--- config.mk ---
export PLATFORM = sky130hd
export DESIGN_NAME = periodic_task_timer_bank
export DESIGN_NICKNAME = d
export VERILOG_FILES = /design/src/rtl/ptt_pkg.sv /design/src/rtl/ptt_ram.sv /design/src/rtl/ptt_ctrl.sv /design/src/rtl/periodic_task_timer_bank.sv
export SDC_FILE = /design/constraint.sdc
export NUM_CORES = 2
export LEC_CHECK = 0
export BUFFER_PORTS_ARGS = -buffer_cell sky130_fd_sc_hd__buf_2
export CORE_MARGIN = 2
export CORE_UTILIZATION = 40
export CTS_BUF_LIST = sky130_fd_sc_hd__clkbuf_16
export DETAILED_ROUTE_END_ITERATION = 8
export HOLD_SLACK_MARGIN = 0.06
export SYNTH_ARGS = -nofsm -noshare
export SYNTH_HDL_FRONTEND = slang
export SYNTH_SLANG_ARGS = --single-unit
--- constraint.sdc ---
create_clock -name i_clk -period 14.2 [get_ports i_clk]
set_input_delay 1.42 -clock i_clk [delete_from_list [all_inputs] [get_ports i_clk]]
set_output_delay 1.42 -clock i_clk [all_outputs]
set_load 0.02 [all_outputs]
--- src/rtl/ptt_pkg.sv ---
// Package for the periodic task timer bank.
// Sizes, operation codes and the structs shared by the controller and top level.
// No dependencies.
package ptt_pkg;

    localparam int TASKS       = 16;
    localparam int SLOT_W      = 4;
    localparam int TIMER_W     = 32;
    localparam int COUNT_W     = 5;
    localparam int FUNC_W      = 4;
    localparam int IN_TDATA_W  = 40;
    localparam int OUT_FIELD_W = SLOT_W + 1 + 2 * TIMER_W + COUNT_W;
    localparam int OUT_TDATA_W = 80;
    localparam int OUT_PAD_W   = OUT_TDATA_W - OUT_FIELD_W;

    // operation codes carried in the input tuser
    localparam logic [FUNC_W-1:0] FN_TICK       = FUNC_W'(0);
    localparam logic [FUNC_W-1:0] FN_SERVICE    = FUNC_W'(1);
    localparam logic [FUNC_W-1:0] FN_SETUP_PER  = FUNC_W'(2);
    localparam logic [FUNC_W-1:0] FN_SETUP_ONCE = FUNC_W'(3);
    localparam logic [FUNC_W-1:0] FN_JOIN       = FUNC_W'(4);
    localparam logic [FUNC_W-1:0] FN_DROP       = FUNC_W'(5);
    localparam logic [FUNC_W-1:0] FN_SET_TIMER  = FUNC_W'(6);
    localparam logic [FUNC_W-1:0] FN_SET_PERIOD = FUNC_W'(7);
    localparam logic [FUNC_W-1:0] FN_QUERY      = FUNC_W'(8);

    typedef struct packed {
        logic               re;
        logic [SLOT_W-1:0]  raddr;
        logic               cd_we;
        logic               pd_we;
        logic [SLOT_W-1:0]  waddr;
        logic [TIMER_W-1:0] cd_wdata;
        logic [TIMER_W-1:0] pd_wdata;
    } t_mem_req;

    typedef struct packed {
        logic [SLOT_W-1:0]  task_index;
        logic               fired;
        logic               last;
        logic               is_joined;
        logic [TIMER_W-1:0] timer_value;
        logic [TIMER_W-1:0] period_value;
        logic [COUNT_W-1:0] joined_count;
    } t_result;

endpackage

--- src/rtl/ptt_ram.sv ---
// Simple dual-port synchronous RAM, one write and one registered read port.
// Generic; no package dependency.
module ptt_ram #(
    parameter int DATA_W = 32,
    parameter int ADDR_W = 4
) (
    input  logic              i_clk,
    input  logic              i_we,
    input  logic [ADDR_W-1:0] i_waddr,
    input  logic [DATA_W-1:0] i_wdata,
    input  logic              i_re,
    input  logic [ADDR_W-1:0] i_raddr,
    output logic [DATA_W-1:0] o_rdata
);

    logic [DATA_W-1:0] mem [2**ADDR_W];
    logic [DATA_W-1:0] r_rdata;

    always_ff @(posedge i_clk) begin
        if (i_we) begin
            mem[i_waddr] <= i_wdata;
        end
        if (i_re) begin
            r_rdata <= mem[i_raddr];
        end
    end

    assign o_rdata = r_rdata;

endmodule

--- src/rtl/ptt_ctrl.sv ---
// Sequencer of the timer bank: slot flags, tick and service sweeps, single-slot ops.
// Depends on ptt_pkg; drives the countdown and period RAMs through t_mem_req.
module ptt_ctrl (
    input  logic                          i_clk,
    input  logic                          i_rst_n,
    input  logic                          i_in_valid,
    output logic                          o_in_ready,
    input  logic [ptt_pkg::FUNC_W-1:0]    i_func,
    input  logic [ptt_pkg::SLOT_W-1:0]    i_slot,
    input  logic [ptt_pkg::TIMER_W-1:0]   i_value,
    output ptt_pkg::t_mem_req             o_mem,
    input  logic [ptt_pkg::TIMER_W-1:0]   i_cd_rdata,
    input  logic [ptt_pkg::TIMER_W-1:0]   i_pd_rdata,
    output logic                          o_res_valid,
    input  logic                          i_res_ready,
    output ptt_pkg::t_result              o_res
);
    import ptt_pkg::*;

    typedef enum logic [2:0] {
        S_CLR, S_IDLE, S_OP, S_TICK, S_TICK_END, S_SVC, S_RD, S_EMIT
    } t_state;

    t_state               r_state, n_state;
    logic [FUNC_W-1:0]    r_func, n_func;
    logic [SLOT_W-1:0]    r_slot, n_slot;
    logic [TIMER_W-1:0]   r_value, n_value;
    logic [SLOT_W-1:0]    r_idx, n_idx;
    logic                 r_wb_valid, n_wb_valid;
    logic [SLOT_W-1:0]    r_wb_idx, n_wb_idx;
    logic [SLOT_W-1:0]    r_rep_idx, n_rep_idx;
    logic                 r_rep_fired, n_rep_fired;
    logic                 r_rep_last, n_rep_last;
    logic [TASKS-1:0]     r_once, n_once;
    logic [TASKS-1:0]     r_joined, n_joined;
    logic [TASKS-1:0]     r_pending, n_pending;
    logic [TASKS-1:0]     r_listed, n_listed;
    logic [COUNT_W-1:0]   r_active, n_active;

    logic [TIMER_W-1:0]   cd_dec;
    logic [TASKS-1:0]     cand;
    logic [TASKS-1:0]     later;
    logic [TASKS-1:0]     stale;

    assign o_in_ready = (r_state == S_IDLE);
    assign cd_dec     = i_cd_rdata - TIMER_W'(1);
    assign cand       = r_listed & r_joined & r_pending;
    assign later      = (cand >> r_idx) >> 1;
    assign stale      = r_listed & ~r_joined & ({TASKS{1'b1}} << r_idx);

    always_comb begin
        n_state     = r_state;
        n_func      = r_func;
        n_slot      = r_slot;
        n_value     = r_value;
        n_idx       = r_idx;
        n_wb_valid  = r_wb_valid;
        n_wb_idx    = r_wb_idx;
        n_rep_idx   = r_rep_idx;
        n_rep_fired = r_rep_fired;
        n_rep_last  = r_rep_last;
        n_once      = r_once;
        n_joined    = r_joined;
        n_pending   = r_pending;
        n_listed    = r_listed;
        n_active    = r_active;
        o_mem       = '0;
        o_res_valid = 1'b0;

        // tick writeback of the slot read in the previous cycle
        if ((r_state == S_TICK || r_state == S_TICK_END) && r_wb_valid) begin
            if (r_listed[r_wb_idx] && (i_cd_rdata != '0)) begin
                o_mem.cd_we = 1'b1;
                o_mem.waddr = r_wb_idx;
                if (cd_dec == '0) begin
                    o_mem.cd_wdata      = i_pd_rdata;
                    n_pending[r_wb_idx] = 1'b1;
                end else begin
                    o_mem.cd_wdata = cd_dec;
                end
            end
        end

        case (r_state)
            S_CLR: begin
                // zero both stores one slot per cycle after reset
                o_mem.cd_we = 1'b1;
                o_mem.pd_we = 1'b1;
                o_mem.waddr = r_idx;
                if (r_idx == SLOT_W'(TASKS - 1)) begin
                    n_state = S_IDLE;
                end else begin
                    n_idx = r_idx + SLOT_W'(1);
                end
            end
            S_IDLE: begin
                if (i_in_valid) begin
                    n_func     = i_func;
                    n_slot     = i_slot;
                    n_value    = i_value;
                    n_idx      = '0;
                    n_wb_valid = 1'b0;
                    case (i_func)
                        FN_TICK:    n_state = S_TICK;
                        FN_SERVICE: n_state = S_SVC;
                        default:    n_state = S_OP;
                    endcase
                end
            end
            S_OP: begin
                case (r_func)
                    FN_SETUP_PER, FN_SETUP_ONCE: begin
                        if (r_joined[r_slot]) begin
                            n_active = r_active - COUNT_W'(1);
                        end
                        n_joined[r_slot]  = 1'b0;
                        n_pending[r_slot] = 1'b0;
                        n_listed[r_slot]  = 1'b0;
                        n_once[r_slot]    = (r_func == FN_SETUP_ONCE);
                        o_mem.cd_we       = 1'b1;
                        o_mem.pd_we       = 1'b1;
                        o_mem.waddr       = r_slot;
                        o_mem.cd_wdata    = r_value;
                        o_mem.pd_wdata    = r_value;
                    end
                    FN_JOIN: begin
                        if (!r_joined[r_slot]) begin
                            n_joined[r_slot] = 1'b1;
                            n_listed[r_slot] = 1'b1;
                            n_active         = r_active + COUNT_W'(1);
                        end
                    end
                    FN_DROP: begin
                        if (r_joined[r_slot]) begin
                            n_joined[r_slot]  = 1'b0;
                            n_pending[r_slot] = 1'b0;
                            n_active          = r_active - COUNT_W'(1);
                        end
                    end
                    FN_SET_TIMER: begin
                        o_mem.cd_we    = 1'b1;
                        o_mem.waddr    = r_slot;
                        o_mem.cd_wdata = r_value;
                    end
                    FN_SET_PERIOD: begin
                        o_mem.pd_we    = 1'b1;
                        o_mem.waddr    = r_slot;
                        o_mem.pd_wdata = r_value;
                    end
                    default: begin
                    end
                endcase
                n_state = S_RD;
            end
            S_TICK: begin
                o_mem.re   = 1'b1;
                o_mem.raddr = r_idx;
                n_wb_valid = 1'b1;
                n_wb_idx   = r_idx;
                if (r_idx == SLOT_W'(TASKS - 1)) begin
                    n_state = S_TICK_END;
                end else begin
                    n_idx = r_idx + SLOT_W'(1);
                end
            end
            S_TICK_END: begin
                n_wb_valid = 1'b0;
                n_state    = S_RD;
            end
            S_SVC: begin
                // unlist every unjoined slot from here up; the pass may end early
                n_listed = r_listed & ~stale;
                if (cand[r_idx]) begin
                    n_pending[r_idx] = 1'b0;
                    if (r_once[r_idx]) begin
                        n_joined[r_idx] = 1'b0;
                        n_active        = r_active - COUNT_W'(1);
                    end
                    o_mem.re    = 1'b1;
                    o_mem.raddr = r_idx;
                    n_rep_idx   = r_idx;
                    n_rep_fired = 1'b1;
                    n_rep_last  = (later == '0);
                    n_state     = S_EMIT;
                end else if (r_idx == SLOT_W'(TASKS - 1)) begin
                    // nothing fired: report the addressed slot
                    n_state = S_RD;
                end else begin
                    n_idx = r_idx + SLOT_W'(1);
                end
            end
            S_RD: begin
                o_mem.re    = 1'b1;
                o_mem.raddr = r_slot;
                n_rep_idx   = r_slot;
                n_rep_fired = 1'b0;
                n_rep_last  = 1'b1;
                n_state     = S_EMIT;
            end
            S_EMIT: begin
                o_res_valid = 1'b1;
                if (i_res_ready) begin
                    if (r_rep_last) begin
                        n_state = S_IDLE;
                    end else begin
                        n_idx   = r_idx + SLOT_W'(1);
                        n_state = S_SVC;
                    end
                end
            end
            default: n_state = S_IDLE;
        endcase
    end

    always_comb begin
        o_res.task_index   = r_rep_idx;
        o_res.fired        = r_rep_fired;
        o_res.last         = r_rep_last;
        o_res.is_joined    = r_joined[r_rep_idx];
        o_res.timer_value  = i_cd_rdata;
        o_res.period_value = i_pd_rdata;
        o_res.joined_count = r_active;
    end

    always_ff @(posedge i_clk) begin
        if (!i_rst_n) begin
            r_state    <= S_CLR;
            r_idx      <= '0;
            r_wb_valid <= 1'b0;
            r_once     <= '0;
            r_joined   <= '0;
            r_pending  <= '0;
            r_listed   <= '0;
            r_active   <= '0;
        end else begin
            r_state    <= n_state;
            r_idx      <= n_idx;
            r_wb_valid <= n_wb_valid;
            r_once     <= n_once;
            r_joined   <= n_joined;
            r_pending  <= n_pending;
            r_listed   <= n_listed;
            r_active   <= n_active;
        end
        r_func      <= n_func;
        r_slot      <= n_slot;
        r_value     <= n_value;
        r_wb_idx    <= n_wb_idx;
        r_rep_idx   <= n_rep_idx;
        r_rep_fired <= n_rep_fired;
        r_rep_last  <= n_rep_last;
    end

endmodule

--- src/rtl/periodic_task_timer_bank.sv ---
// Top level of the periodic task timer bank.
// Depends on ptt_pkg, ptt_ram (countdown and period stores) and ptt_ctrl.
//
//  Channel   Dir  Handshake                     Contents
//  s_axis    in   s_axis_tvalid/s_axis_tready   tuser: func; tdata: slot, value
//  m_axis    out  m_axis_tvalid/m_axis_tready   tuser: fired; tlast: last;
//                                               tdata: index, joined, timer, period, count
//
// Sequence: set/join/drop/query items pass the op, read and emit states; a tick reads
// one slot per cycle through the countdown RAM read port, writing back the slot read
// before it, then does the final read; a service visits the flags up to the last fired
// slot with one RAM read and result per fired slot, else every flag and the final read.
// Reset: synchronous, active low; clears all slot flags and the joined count, then
// a pass zeroes the countdown and period RAMs while s_axis_tready is low.
// Stalls: one output register decouples m_axis; the sequencer holds a result
// while the register is full and not drained, and takes a new item once idle.
module periodic_task_timer_bank (
    input  logic                             i_clk,
    input  logic                             i_rst_n,
    input  logic                             s_axis_tvalid,
    output logic                             s_axis_tready,
    input  logic [ptt_pkg::IN_TDATA_W-1:0]   s_axis_tdata,  // [3:0] slot, [35:4] value
    input  logic [ptt_pkg::FUNC_W-1:0]       s_axis_tuser,  // [3:0] func
    output logic                             m_axis_tvalid,
    input  logic                             m_axis_tready,
    output logic [ptt_pkg::OUT_TDATA_W-1:0]  m_axis_tdata,  // [3:0] task_index, [4] is_joined,
                                                            // [36:5] timer_value,
                                                            // [68:37] period_value,
                                                            // [73:69] joined_count
    output logic                             m_axis_tuser,  // [0] fired
    output logic                             m_axis_tlast
);
    import ptt_pkg::*;

    t_mem_req            w_mem;
    logic [TIMER_W-1:0]  w_cd_rdata;
    logic [TIMER_W-1:0]  w_pd_rdata;
    logic                w_res_valid;
    logic                w_res_ready;
    t_result             w_res;

    logic                r_out_valid;
    t_result             r_out;

    // countdown store: written by ticks, setups, set timer and the reset clear
    ptt_ram #(.DATA_W(TIMER_W), .ADDR_W(SLOT_W)) u_cd_ram (
        .i_clk   (i_clk),
        .i_we    (w_mem.cd_we),
        .i_waddr (w_mem.waddr),
        .i_wdata (w_mem.cd_wdata),
        .i_re    (w_mem.re),
        .i_raddr (w_mem.raddr),
        .o_rdata (w_cd_rdata)
    );

    // period store: written by setups, set period and the reset clear, read for reloads
    ptt_ram #(.DATA_W(TIMER_W), .ADDR_W(SLOT_W)) u_pd_ram (
        .i_clk   (i_clk),
        .i_we    (w_mem.pd_we),
        .i_waddr (w_mem.waddr),
        .i_wdata (w_mem.pd_wdata),
        .i_re    (w_mem.re),
        .i_raddr (w_mem.raddr),
        .o_rdata (w_pd_rdata)
    );

    ptt_ctrl u_ctrl (
        .i_clk       (i_clk),
        .i_rst_n     (i_rst_n),
        .i_in_valid  (s_axis_tvalid),
        .o_in_ready  (s_axis_tready),
        .i_func      (s_axis_tuser),
        .i_slot      (s_axis_tdata[SLOT_W-1:0]),
        .i_value     (s_axis_tdata[SLOT_W +: TIMER_W]),
        .o_mem       (w_mem),
        .i_cd_rdata  (w_cd_rdata),
        .i_pd_rdata  (w_pd_rdata),
        .o_res_valid (w_res_valid),
        .i_res_ready (w_res_ready),
        .o_res       (w_res)
    );

    // load the output register when empty or being drained this cycle
    assign w_res_ready = !r_out_valid || m_axis_tready;

    always_ff @(posedge i_clk) begin
        if (!i_rst_n) begin
            r_out_valid <= 1'b0;
        end else if (w_res_valid && w_res_ready) begin
            r_out_valid <= 1'b1;
        end else if (m_axis_tready) begin
            r_out_valid <= 1'b0;
        end
    end

    always_ff @(posedge i_clk) begin
        if (w_res_valid && w_res_ready) begin
            r_out <= w_res;
        end
    end

    assign m_axis_tvalid = r_out_valid;
    assign m_axis_tuser  = r_out.fired;
    assign m_axis_tlast  = r_out.last;
    assign m_axis_tdata  = {{OUT_PAD_W{1'b0}}, r_out.joined_count, r_out.period_value,
                            r_out.timer_value, r_out.is_joined, r_out.task_index};

endmodule

== Word level (Yosys, flattened, before mapping) ==
Memory sizes are Yosys's and may differ from the RTL's. A register that Yosys moved wholly into a read port is not among the register bits.
Index checks and enable logic that the tools add are counted.

* Bits of input ports: 48
* Register bits after elaboration: 204
* Memories: 2
* Output and inout bits: 84
* Memory bits (writable): 1,024

* $add $sub $neg: 4
* Shift-type cells: 2
* Order comparisons: 7
* Multiplexer cells: 83
* Eq/ne operators: 30
* Reductions and logical operators: 35
* Bitwise operators: 17

{| class="wikitable"
|+ Memory list
! name !! depth !! width !! rd ports !! clocked after Yosys merged registers in !! write ports !! line !! source
|-
| u_cd_ram.mem || 16 || 32 || 1 || 1 || 1 || ptt_ram.sv:16 || <nowiki>logic [DATA_W-1:0] mem [2**ADDR_W];</nowiki>
|-
| u_pd_ram.mem || 16 || 32 || 1 || 1 || 1 || ptt_ram.sv:16 ||
|}

{| class="wikitable"
|+ Operators by type and width
! kind !! count
|-
| $and A16 B16 Y16 || 10
|-
| $mux W16 || 10
|-
| $pmux W16 S2 || 5
|-
| $mux W32 || 3
|-
| $mux W36 || 2
|-
| $mux W64 || 1
|-
| $not A16 Y16 || 4
|-
| $or A16 B16 Y16 || 3
|-
| $pmux W16 S3 || 1
|-
| $logic_not A32 Y1 || 1
|-
| $reduce_bool A32 Y1 || 1
|-
| $sub A32 B1 Y32 const B || 1
|-
| $mux W4 || 7
|-
| $mux W5 || 5
|-
| $mux W1 || 22
|-
| $mux W3 || 7
|-
| $pmux W3 S7 || 1
|-
| $bmux W1 S4 || 5
|-
| $lt A4 B5 Y1 const B || 4
|-
| $pmux W5 S2 || 2
|-
| $bwmux W16 || 1
|-
| $eq A4 B3 Y1 const B || 4
|-
| $logic_not A16 Y1 || 1
|-
| $pmux W4 S4 || 1
|-
| other kinds (40) || 76
|}

== Logic depth before layout (Yosys ltp) ==
* Word-level depth: 12
* Depth in mapped cells: 13
* Depth with buffers taken out: 10

== Modules after synthesis ==
From an unflattened synthesis, not the netlist that was laid out.

* Cells, all modules: 2,971
* Area total of the unflattened synthesis: 52,406.5 µm²

{| class="wikitable"
|+ By module, submodules not included
! module !! area each (µm²) !! cells each !! times used
|-
| ptt_ram || 20,155.6 || 838 || 2
|-
| ptt_ctrl || 9,706.8 || 1,207 || 1
|-
| periodic_task_timer_bank || 2,388.5 || 88 || 1
|}

== Worst setup path after synthesis ==
No wires, ideal clock.

* Kind: input to register
* Start: input port m_axis_tready
* End: register r_out, in the netlist m_axis_tdata[0], enable pin
* Stages: 2
* Required time: 13.689 ns
* Library setup time: 0.511 ns
* Arrival: 4.660 ns
* Path slack: 9.029 ns
* Cell sequence: nor2b_1 -> nor2_1

* Longest elaborated chain between the ends: 2

{| class="wikitable"
|+ Ends and longest elaborated chain
! what !! line !! source
|-
| start: declaration || periodic_task_timer_bank.sv:25 || <nowiki>input logic m_axis_tready,</nowiki>
|-
| $logic_or A1 B1 Y1 || periodic_task_timer_bank.sv:84 || <nowiki>assign w_res_ready = !r_out_valid || m_axis_tready;</nowiki>
|-
| $logic_and A1 B1 Y1 || periodic_task_timer_bank.sv:97 || <nowiki>if (w_res_valid && w_res_ready) begin</nowiki>
|-
| end signal: assignment || periodic_task_timer_bank.sv:98 || <nowiki>r_out <= w_res;</nowiki>
|-
| end: declaration || periodic_task_timer_bank.sv:43 || <nowiki>t_result r_out;</nowiki>
|}

No other way between the ends.
A chain may end at the register's enable or synchronous reset.

== Final worst setup path ==
* Start: register u_ctrl.r_idx[0]
* End: register u_pd_ram.r_rdata[26] (netlist: u_pd_ram.o_rdata[26]), read port of u_pd_ram.mem (data pin)

* Longest elaborated chain between the ends: 4

{| class="wikitable"
|+ Ends and longest elaborated chain
! what !! line !! source
|-
| start: declaration || ptt_ctrl.sv:28 || <nowiki>logic [SLOT_W-1:0] r_idx, n_idx;</nowiki>
|-
| start signal: assignment || ptt_ctrl.sv:237 || <nowiki>r_idx <= n_idx;</nowiki>
|-
| $bmux W1 S4 || ptt_ctrl.sv:173 || <nowiki>if (cand[r_idx]) begin</nowiki>
|-
| $mux W1 (implied by the code) || ptt_ctrl.sv:173 ||
|-
| $mux W5 || ptt_ctrl.sv:173 ||
|-
| $pmux W5 S3 * || ptt_ctrl.sv:84 || <nowiki>case (r_state)</nowiki>
|-
| end: declaration || ptt_ram.sv:17 || <nowiki>logic [DATA_W-1:0] r_rdata;</nowiki>
|}

Mark *: on every way between the ends. The rest lies on a longest branch, timed or not. The select of a mux whose other input is x is not followed.

==> flow_summary_export.csv <==
group,metric,value,unit
placement,numPlacedInstances,5036,
logic_synthesis,yosys.area_share.adder,0.002408,
logic_synthesis,main_combinational_cell_family_by_area_after_synthesis,"multiplexers",
critical_path,setup.worst_path.end_class,"register",
logic_synthesis,yosysUniqueCellTypes,78,
pwr,power.share.combinational,0.023,
clock_tree,cts_resized,0,
floorplan,die_h,364.4,µm
logic_synthesis,netlist_instances,3285,
pwr,total_switching_power,1.629,mW
floorplan,chip_width,364.4,µm
clock_tree,root_buffer,"clkbuf_16",
pwr,total_power,7.925,mW
logic_synthesis,synth.area.mux_share,0.1092,
logic_synthesis,synth.largest_area_cell,"edfxtp_1",
clock_tree,postCtsSetupBuffers,0,
pwr,power.share.clock,0.445,
logic_synthesis,netlist.area_leader.share,0.7016,
logic_synthesis,async_flop_share,0,
critical_path,critical-path-max-stage-delay,0.85,ns
pwr,share_of_total_power_in_sequential_cells,0.532,
critical_path,cp.buffers_inverters,4,
final_layout,area_growth_syn_to_layout,14.10,%
pwr,p_sw_frac,0.2056,
critical_path,timing.critical_path.mode_cell,"buf_4",
outcome,failed_checks,"DRC",
sta,whs,0.4615,ns
logic_synthesis,syn_area,0.05196,mm²
critical_path,start_kind,"register",
placement,gp_congestion,0.9358,
critical_path,worstPathRequired,14.69,ns
route,wire_length_per_cell,28.14,µm
route,drt-initial-drc-count,3829,
grt,wire_length_of_the_first_global_routing_pass,208600,µm
clock_tree,cts-htree-levels,4,
floorplan,die-area,0.1328,mm²
floorplan,start_util,0.4023,
pwr,irDropWorstVdd,0.1083,mV
clock_tree,tritoncts,"built",
sta,achievable-frequency,0.1536,GHz
placement,place_worst_setup_slack,7.867,ns
final_layout,post_route_cells_drive_above_1_share,0.1351,
placement,detailed_place.area,0.05488,mm²
critical_path,crit_type,"register to register",
sta,slew_headroom,0.1669,
sta,hold_violations,0,
clock_tree,clk_path_buf_depth,3,
pwr,leakage,20.49,nW
route,drt_first_pass_iters,9,
sta,setup-violations-final,0,
critical_path,cp_cell_sequence,"buf_4 > nand4b_1 > a211oi_1 > o41ai_2 > o211ai_1 > a21oi_4 > buf_4 > buf_4 > buf_4 > mux2i_1 > o22ai_1 > or4_1",
sta,grt_setup_unrepaired,"false",
logic_synthesis,synth-main-ff-cell,"edfxtp_1",
final_layout,layout.cell_area.non_filler,0.05929,mm²
logic_synthesis,ys_ff_latch,1292,
pwr,p_int,6.296,mW
logic_synthesis,synth_compound_area_frac,0.07540,
grt,first_global_vias,28800,
logic_synthesis,synthTopCellsByArea,"edfxtp_1 (70%), mux2i_1 (10%), o22ai_1 (3.2%)",
floorplan,pin_count,132,
clock_tree,clkSlewWorstSetupHoldPaths,0.06,ns
sta,final_period_minus_worst_setup_slack,6.509,ns
logic_synthesis,synth_commonest_cells,"edfxtp_1 (1214), mux2i_1 (522), o22ai_1 (266)",
hold_path,min_path_type,"register to register",
placement,portBuffers,121,
job,max_cap_violations,0,
clock_tree,numCtsBuffers,137,
grt,grt_start_max_net_pins,64,
sta,timing.final.crit_share,0.4584,
grt,grt_remaining_overflow,0,
pwr,pwr_dens,133.7,mW/mm²
sta,worst_slew_pin_slew,1.246,ns
placement,dp_hpwl,82410,µm
grt,grt_antenna_before_repair,9,
route,drt.antenna.violating_nets,0,
floorplan,core_footprint,0.1292,mm²
logic_synthesis,seq_area_frac_synth,0.7317,
logic_synthesis,syn-mean-instance-area,15.82,µm²
route,routed-via-count,30830,
final_layout,num-fill-cells,11250,
logic_synthesis,number_of_flops_mapped_to_enable_cells_by_yosys,1214,
critical_path,worst_path_dominant_cell_family,"buffers and inverters",
final_layout,finish.utilization,0.4590,
clock_tree,cts_hold_repair.buffers,0,
final_layout,net_total_in_the_final_layout,3491,
critical_path,worst_path_max_delay_cell,"buf_4",
clock_tree,insertion_delay,0.77,ns
outcome,status,"finished, violations left",
clock_tree,cts_sinks,1292,
logic_synthesis,most_common_cell_in_the_synthesized_netlist,"edfxtp_1",
critical_path,arrival,7.00,ns
logic_synthesis,yosysWarningCount,0,
route,avgViaCountPerCell,5.839,
sta,clock_skew,0.02808,ns
sta,post-route-worst-setup-slack,7.691,ns
logic_synthesis,synth_simple_gate_area_share,0.05868,
logic_synthesis,xor_and_xnor_fraction_of_the_mapped_netlist_area,0.005394,
grt,gr-usage-all-layers,0.2204,
sta,setup_total_negative_slack,0,ns
sta,timing.final.max_slew_violations,0,
floorplan,placementRows,132,
final_layout,stdcell_count,5280,
route,drc,1,
route,drt_total_wl,148600,µm
critical_path,crit_fanout,61,
==> power by group through the flow <==
stage	Sequential (mW)	Combinational (mW)	Clock, mW
floorplan	4.29	0.108	0
global placement	4.29	0.184	0
detailed placement	4.30	0.186	0
CTS	4.21	0.186	3.58
global route	4.22	0.200	3.74
finish	4.21	0.186	3.52
==> worst register-to-register path: cells and delay by family, from the launching register on <==
family                 cells  cell delay (ns)
AND/OR/NAND/NOR            2             0.70
AO/OA/AOI/OAI              5             1.24
flip-flops                 1             0.74
multiplexers               1             0.39
buffers and inverters      4             3.14
==> worst paths after layout <==
path                      start                   end  slack, ns  depth (start not counted)
max reg2reg     u_ctrl.r_idx[0]  u_pd_ram.o_rdata[26]       7.69                         12
min reg2reg  u_ctrl.r_rep_fired          m_axis_tuser       0.46                          0
min          u_ctrl.r_rep_fired          m_axis_tuser       0.46                          0
max             u_ctrl.r_idx[0]  u_pd_ram.o_rdata[26]       7.69                         12
==> final cells by class <==
| type | instances | area (µm²) | area share |
|---|---|---|---|
| Sequential cell | 1292 | 38020 | 0.6412 |
| Tap cell | 1742 | 2180 | 0.03676 |
| Timing Repair Buffer | 195 | 1161 | 0.01958 |
| Clock buffer | 143 | 3578 | 0.06036 |
| Inverter | 25 | 93.84 | 0.001583 |
| Multi-Input combinational cell | 1782 | 13430 | 0.2265 |
| Clock inverter | 100 | 824.5 | 0.01391 |
| Antenna cell | 1 | 2.502 | 0.00004221 |
==> state kept, by name (all words and copies together), names as in the netlist, 5 cells and up, named ones only <==
| name | count |
|---|---|
| u_ctrl.r_value | 32 |
| u_ctrl.r_pending | 16 |
| u_ctrl.r_active | 5 |
| m_axis_tdata | 74 |
| u_cd_ram.o_rdata | 32 |
| u_ctrl.r_once | 16 |
| u_pd_ram.o_rdata | 32 |
| u_cd_ram.mem | 512 |
| u_pd_ram.mem | 512 |
==> layout by cell type, fill, tap and decap left out, types with 74 or more instances in the layout <==
master | Yosys | layout
o21ai_0 | 98 | 98
buf_2 | 37 | 121
mux2i_1 | 522 | 522
nand2_1 | 117 | 117
o22ai_1 | 266 | 266
edfxtp_1 | 1214 | 1214
dfxtp_1 | 78 | 78
nor2_1 | 128 | 93
buf_4 | 9 | 74
a21oi_1 | 102 | 100
clkbuf_16 | 0 | 143
==> kinds of logic after synthesis <==
logic type | Yosys count
simple gates | 572
xor+xnor | 32
other cells | 1
compound gates | 620
fa+ha+maj | 10
buf+inv | 216
flops | 1292
mux | 542
==> layer usage <==
metal  vias to the layer above  routed length [µm]  track usage
li1                      13360                   -            -
met1                     15740               64480       0.3223
met2                      1504               66640       0.3333
met3                       225               14130      0.04626
met4                         4                3259      0.05955
met5                         -                  70            0
No activity file was read; power rests on OpenSTA's default activity.
